===== src/sv/gb_pkg.sv =====
`timescale 1ns / 1ps

package gb_pkg;

  localparam int PIX_W        = 8;
  localparam int FRAME_W_BITS = 11;
  localparam int FRAME_H_BITS = 13;
  localparam int CFG_DATA_W   = 13;
  localparam int CFG_INDEX_W  = 1;
  localparam int ROW_IN_W     = 13;
  localparam int ROW_OUT_W    = 12;
  localparam int SUM_W        = 12;

  localparam int MAX_WIDTH_DEFAULT = 1024;
  localparam int MAX_HEIGHT        = 4096;
  localparam int RESET_WIDTH       = 256;
  localparam int RESET_HEIGHT      = 256;

  localparam logic [CFG_INDEX_W-1:0] CFG_FRAME_WIDTH  = 1'b0;
  localparam logic [CFG_INDEX_W-1:0] CFG_FRAME_HEIGHT = 1'b1;

  localparam logic KIND_PIXEL = 1'b0;
  localparam logic KIND_PAD   = 1'b1;

  // What the front end tells the filter about one loaded item
  typedef struct packed {
    logic [PIX_W-1:0] bottom;
    logic             top_en;
    logic             mid_en;
    logic             left_en;
    logic             right_en;
    logic             emit;
    logic             last;
  } gb_item_t;

endpackage


===== src/sv/gb_ctrl.sv =====
`timescale 1ns / 1ps

module gb_ctrl #(
  parameter int MAX_WIDTH = gb_pkg::MAX_WIDTH_DEFAULT
) (
  input  logic                                 clk,
  input  logic                                 rst,
  input  logic                                 cfg_valid,
  output logic                                 cfg_ready,
  input  logic [gb_pkg::CFG_INDEX_W-1:0]       cfg_index,
  input  logic [gb_pkg::CFG_DATA_W-1:0]        cfg_data,
  input  logic                                 in_valid,
  output logic                                 in_ready,
  input  logic                                 in_kind,
  input  logic [gb_pkg::PIX_W-1:0]             in_pixel,
  input  logic                                 can_load,
  output logic                                 load,
  output logic [$clog2(MAX_WIDTH)-1:0]         load_col,
  output gb_pkg::gb_item_t                     load_item,
  output logic                                 restart
);
  import gb_pkg::*;

  localparam int CW  = $clog2(MAX_WIDTH);
  localparam int CW1 = CW + 1;
  localparam int WW  = $clog2(MAX_WIDTH + 1);

  logic [FRAME_W_BITS-1:0] frame_width;
  logic [FRAME_H_BITS-1:0] frame_height;
  logic [WW-1:0]           eff_w;
  logic [ROW_IN_W-1:0]     eff_h;

  logic [CW-1:0]        in_column;
  logic [ROW_IN_W-1:0]  in_row;
  logic [CW-1:0]        out_column;
  logic [ROW_OUT_W-1:0] out_row;

  logic [CW1-1:0]       in_col_inc;
  logic [CW1-1:0]       out_col_inc;
  logic [CW1-1:0]       eff_w_ext;
  logic [ROW_IN_W-1:0]  out_row_inc;
  logic                 draining;
  logic                 accept;
  logic                 cfg_write;

  // Clamp the registers to the range the frame logic handles
  always_comb begin
    if (frame_width == '0) begin
      eff_w = WW'(1);
    end else if (32'(frame_width) > 32'(MAX_WIDTH)) begin
      eff_w = WW'(MAX_WIDTH);
    end else begin
      eff_w = WW'(frame_width);
    end
    if (frame_height == '0) begin
      eff_h = ROW_IN_W'(1);
    end else if (32'(frame_height) > 32'(MAX_HEIGHT)) begin
      eff_h = ROW_IN_W'(MAX_HEIGHT);
    end else begin
      eff_h = ROW_IN_W'(frame_height);
    end
  end

  assign eff_w_ext   = CW1'(eff_w);
  assign in_col_inc  = CW1'(in_column) + CW1'(1);
  assign out_col_inc = CW1'(out_column) + CW1'(1);
  assign out_row_inc = ROW_IN_W'(out_row) + ROW_IN_W'(1);
  assign draining    = in_row >= eff_h;

  assign cfg_ready = 1'b1;
  assign cfg_write = cfg_valid && cfg_ready;
  assign restart   = cfg_write;

  assign in_ready = can_load;
  assign accept   = in_valid && in_ready;
  // Drop a pad that shows up while image pixels are still expected
  assign load     = accept && !(in_kind == KIND_PAD && !draining);
  assign load_col = in_column;

  always_comb begin
    load_item.bottom   = draining ? '0 : in_pixel;
    load_item.top_en   = in_row >= ROW_IN_W'(2);
    load_item.mid_en   = in_row >= ROW_IN_W'(1);
    load_item.left_en  = out_column != '0;
    load_item.right_en = out_col_inc < eff_w_ext;
    load_item.emit     = (in_row >= ROW_IN_W'(2)) ||
                         (in_row == ROW_IN_W'(1) && in_column != '0);
    load_item.last     = (out_row_inc >= eff_h) && (out_col_inc >= eff_w_ext);
  end

  always_ff @(posedge clk) begin
    if (rst) begin
      frame_width  <= FRAME_W_BITS'(RESET_WIDTH);
      frame_height <= FRAME_H_BITS'(RESET_HEIGHT);
    end else if (cfg_write) begin
      unique case (cfg_index)
        CFG_FRAME_WIDTH:  frame_width  <= cfg_data[FRAME_W_BITS-1:0];
        CFG_FRAME_HEIGHT: frame_height <= cfg_data[FRAME_H_BITS-1:0];
        default: ;
      endcase
    end
  end

  always_ff @(posedge clk) begin
    if (rst || cfg_write) begin
      in_column  <= '0;
      in_row     <= '0;
      out_column <= '0;
      out_row    <= '0;
    end else if (load) begin
      if (load_item.emit && load_item.last) begin
        in_column  <= '0;
        in_row     <= '0;
        out_column <= '0;
        out_row    <= '0;
      end else begin
        if (in_col_inc >= eff_w_ext) begin
          in_column <= '0;
          in_row    <= in_row + ROW_IN_W'(1);
        end else begin
          in_column <= in_col_inc[CW-1:0];
        end
        if (load_item.emit) begin
          if (out_col_inc >= eff_w_ext) begin
            out_column <= '0;
            out_row    <= out_row + ROW_OUT_W'(1);
          end else begin
            out_column <= out_col_inc[CW-1:0];
          end
        end
      end
    end
  end

endmodule


===== config.mk =====
export PLATFORM = sky130hd
export DESIGN_NAME = gb_ctrl
export DESIGN_NICKNAME = d
export VERILOG_FILES = /design/src/sv/gb_pkg.sv /design/src/sv/gb_ctrl.sv
export SDC_FILE = /design/constraint.sdc
export NUM_CORES = 1
export LEC_CHECK = 0
export BUFFER_PORTS_ARGS = -buffer_cell sky130_fd_sc_hd__buf_2
export CAP_MARGIN = 20
export CORE_MARGIN = 2
export CORE_UTILIZATION = 31
export DETAILED_ROUTE_END_ITERATION = 6
export PLACE_DENSITY = 0.46
export SYNTH_ARGS = -nofsm -noshare
export SYNTH_HDL_FRONTEND = slang
export SYNTH_SLANG_ARGS = --single-unit

===== constraint.sdc =====
create_clock -name clk -period 4.35 [get_ports clk]
set_input_delay 0.435 -clock clk [delete_from_list [all_inputs] [get_ports clk]]
set_output_delay 0.435 -clock clk [all_outputs]
set_load 0.05 [all_outputs]

### Word level (Yosys, flattened, before mapping)

Index checks and enable logic that the tools add are counted.

| storage, ports and cells | value |
|---|---|
| bits in registers | 69 |
| bits of input ports | 28 |
| output and inout bits | 28 |
| logic and storage cells | 59 |

| cells by class | value |
|---|---|
| add/subtract/negate cells | 5 |
| $lt $le $gt $ge | 9 |
| eq/ne operators | 1 |
| multiplexer cells | 15 |
| bitwise logic cells | 1 |
| reduce and logical (&&, ||, !) cells | 22 |

Operators by type and width:

| operator | count |
|---|---|
| $mux 13 | 4 |
| $mux 10 | 5 |
| $mux 12 | 3 |
| $ge 13x13->1 | 2 |
| $add 10x1->11 const B | 2 |
| $ge 11x11->1 | 2 |
| $mux 11 | 2 |
| $reduce_bool 10->1 | 2 |
| $add 12x1->13 const B | 1 |
| $add 13x1->13 const B | 1 |
| $eq 13x1->1 const B | 1 |
| $ge 13x1->1 const B | 1 |
| $ge 13x2->1 const B | 1 |
| $gt 13x13->1 const B | 1 |
| $logic_not 13->1 | 1 |
| $add 12x1->12 const B | 1 |
| $gt 11x11->1 const B | 1 |
| $logic_not 11->1 | 1 |
| $lt 11x11->1 | 1 |
| $mux 8 | 1 |
| $reduce_and 2->1 | 4 |
| $logic_and 1x1->1 | 6 |
| $reduce_bool 2->1 | 3 |
| $reduce_and 3->1 | 1 |
| other kinds (3) | 5 |

### Longest topological paths before layout

| depth | value |
|---|---|
| depth in word-level cells | 9 |
| mapped depth | 15 |

### Worst setup path before layout

No wires, ideal clock.

| timing | value |
|---|---|
| kind | register to output |
| from | reg out_column[0] |
| to | out load_item[0] (netlist name) |
| data arrival time | 3.212 ns |
| setup slack | 0.703 ns |
| cell stages (with the launch flop) | 14 |
| path buffers | 1 |
| cell sequence | dfxtp_1 -> ha_1 -> nand3_1 -> or2_2 -> inv_1 -> nand3_1 -> xnor2_1 -> ha_1 -> nand2_1 -> nor2_1 -> o21ai_0 -> and2_1 -> clkbuf_1 -> nor2b_1 |

RTL lines:

| what | line | RTL |
|---|---|---|
| start: declaration | gb_ctrl.sv:35 | `logic [CW-1:0] out_column;` |
| start signal: assignment | gb_ctrl.sv:128 | `out_column <= out_col_inc[CW-1:0];` |
| end: declaration | gb_ctrl.sv:19 | `output gb_pkg::gb_item_t load_item,` |

==> key figures <==
Timing
  • Final period util: 91.95%
  • Worst-margin pin slew: 729.5 ps
  • Max Clk Rate: 250.0 MHz
  • Final worst path period need: 4000 ps
  • Total negative slack: 0 ps
  • Final slew viol count: 0
  • Final hold violation count: 0
  • Clk_skew: 5.360 ps
  • RSZ-0062 raised after global routing: false
  • Relative slew slack: 51.27%
  • Setup violations, final: 0

Placed design
  • Placed cell count: 840
  • Post-detail-place hpwl: 10.90 mm
  • Gpl congestion: 0.8659
  • Placed Area: 5230 um^2
  • Port-buffer cells: 54

CTS
  • Post-CTS Hold Buffers: 0
  • Clock slew at reported path FFs: 60 ps
  • # clock sinks: 69
  • CTS tree: done
  • Clock latency on the worst-skew pair: 340 ps
  • Htree depth: 3
  • Clock buffer count from CTS: 9
  • Worst-case clock buffer depth: 2
  • Clock root buffer: clkbuf_16

Drt
  • First drt pass iteration count: 5
  • Via Count: 4496
  • DRC viols: 0
  • WL/cell: 16.36 um
  • Total wire length: 13.99 mm
  • Drt initial violations: 293
  • Avg Vias per Cell: 5.258
  • Antenna Violating Nets Remaining: 0

Global routing
  • Initial antenna violation count: 0
  • Remaining Overflow, GRT: 0
  • GRT Util Overall: 18.01%
  • Vias in the first global route: 4389
  • Largest net degree at the start of global routing: 27
  • First-pass GRT wire length: 23.01 mm

Critical path
  • Crit-path max cell delay: 400 ps
  • Setup crit end kind: output port
  • Crit path arrival time: 3560 ps
  • Worst-path cell chain: ha_1 -> nand3_1 -> inv_1 -> nand3_1 -> nor2_1 -> xor2_1 -> ha_1 -> and4_1 -> nand2_1 -> o31a_1 -> o21ai_1 -> nor2b_1 -> buf_2
  • CP max-delay cell: dfxtp_1
  • Setup crit start kind: flip-flop
  • Register-to-register setup slack: 620 ps
  • Number of buffers and inverters on the critical path: 2
  • Critical Path RT: 3910 ps
  • Largest delay share family, worst path: simple AND/OR/NAND/NOR gates
  • Critical path type: reg2out
  • CP max FO: 7

Synth
  • Synth Net Count: 699
  • Synth Instances: 616
  • Netlist cell types: 60
  • FF+latch count, synth: 69
  • Most frequent cell after synthesis: nand2_1
  • Synth Flop Type: dfxtp_1
  • Share of the synthesized area in the top cell type: 28.83%
  • EDFF count, synth: 0
  • Asr flop ratio synth: 0%
  • Sequential area share after synthesis: 28.83%
  • Yosys Warn Count: 0
  • Netlist Area Pre-Place: 4791 um^2
  • Avg Inst Size Synth: 7.777 um^2
  • Largest area contributor in the netlist: dfxtp_1
  • Top cells by count, synth: 116 x nand2_1, 69 x dfxtp_1, 56 x a21oi_1
  • Top post-synthesis cells by area: dfxtp_1 29%, ha_1 14%, nand2_1 9.1%, a21oi_1 5.9%, nand3_1 3.4%

Cells and area
  • Fin cells: 855
  • Area grow syn2layout: 15.88%
  • Fraction of layout cells with a size suffix above 1: 14.54%
  • # fillers: 1563
  • Final nets: 746
  • Final Util: 36.65%
  • Fin area: 5552 um^2
  • # diodes: 0

Floorplanning
  • Total core area: 15150 um^2
  • Die Width: 128.3 um
  • Initial Util: 31.63%
  • Die height: 128.3 um
  • # IOs: 56
  • FP Rows: 45
  • Total die area: 16460 um^2

Run status
  • Status: finished, final reports clean

Job
  • Max_cap viols: 0

Power
  • Power density over the cells: 300.6 nW/um^2
  • Leakage: 2.246 nW
  • VDD IR-drop max: 157.5 uV

Worst hold path
  • Hold Crit Class: in2reg
registers in the layout, indices dropped and copies added (netlist names):
signal        cells
frame_height     13
in_row           13
out_row          12
frame_width      11
load_col         10
out_column       10
cell families (layout without fill, tap and decap cells):
group,after synthesis,after routing,synth area share (%)
and+or+nand+nor,279,279,28.52
AOI/OAI and AO/OA,135,135,18.20
DFF,69,69,28.83
adders and majority gates,55,55,14.36
buffers and inverters,42,93,3.578
xor gates and xnor gates,34,34,6.216
other,1,1,0.07827
muxes,1,1,0.2089
power breakdown:
| part | total (mW) | leakage [nW] | internal, mW | switching (mW) |
|---|---|---|---|---|
| clock | 0.804 | 0.152 | 0.514 | 0.290 |
| sequential | 0.653 | 0.559 | 0.643 | 0.00998 |
| combinational | 0.212 | 1.54 | 0.0662 | 0.145 |
| total | 1.67 | 2.25 | 1.22 | 0.446 |
layer usage:
layer / wire length (um) / track usage, % / share of wire (%)
met3: 586 / 4.382 / 4.2
met1: 6864 / 24.71 / 49
met2: 6312 / 27.75 / 45
met5: 0 / 0 / 0
met4: 225 / 6.012 / 1.6
layout make-up:
type                    instances  area, um^2  area share [%]
clock inverters                 4       72.57           1.307
flip-flops and latches         69        1381           24.88
clock buffers                  11       242.7           4.372
inverters                      20       75.07           1.352
multi-input cells             505        3244           58.44
repair buffers                 58       300.3           5.409
well taps                     188       235.2           4.237
layout by cell type (no fill, tap or decap), types with 2 or more instances in the layout:
cell and n:
a2111oi_2 2, a211oi_1 3, a21o_1 5, a21oi_1 56, a31oi_1 6, and2_1 13, and3_1 10, buf_2 54
buf_4 4, bufinv_16 2, clkbuf_16 9, dfxtp_1 69, ha_1 55, inv_1 18, nand2_1 116, nand2b_1 4
nand3_1 33, nand3_2 3, nand3b_1 4, nand4_1 6, nand4b_1 6, nor2_1 40, nor2b_1 5, nor3_1 7
nor4_1 8, nor4_2 2, o211ai_1 12, o21a_1 4, o21ai_0 10, o21ai_1 8, o21ai_2 2, o22ai_1 4
o311ai_1 2, o31ai_1 7, o41ai_1 2, or2_2 7, or3_1 8, xnor2_1 18, xor2_1 16
per-stage QoR:
step | hold WS [ps] | total power [mW] | setup WS [ps]
after floorplan | 435.8 | 0.8153 | 703.3
after global placement | 463.9 | 0.8763 | 520.0
after detailed placement | 469.5 | 0.8784 | 449.1
after CTS | 327.2 | 1.691 | 143.2
after global routing | 341.9 | 1.737 | 69.58
final | 341.0 | 1.669 | 350.1
final timing paths:
path	from	endpoint	cells past startpoint
worst min-delay path	cfg_data[11]	frame_height[11]	3
worst min register to register	frame_height[11]	frame_height[11]	2
worst max-delay path	out_row[0]	load_item[0]	13
worst max register to register	out_row[0]	in_row[7]	13
worst min-delay path, delay by kind of cell:
family          cells  cell delay (ps)
buf+inv             1               90
compound gates      1               50
simple gates        1               50
what timing repair did:
action / 4_1_cts / 5_1_grt
gates resized for setup: 0 / 3
setup endpoints to repair: 0 / 5
setup buffers: 0 / 0
Power figures use the tool's default switching activity.
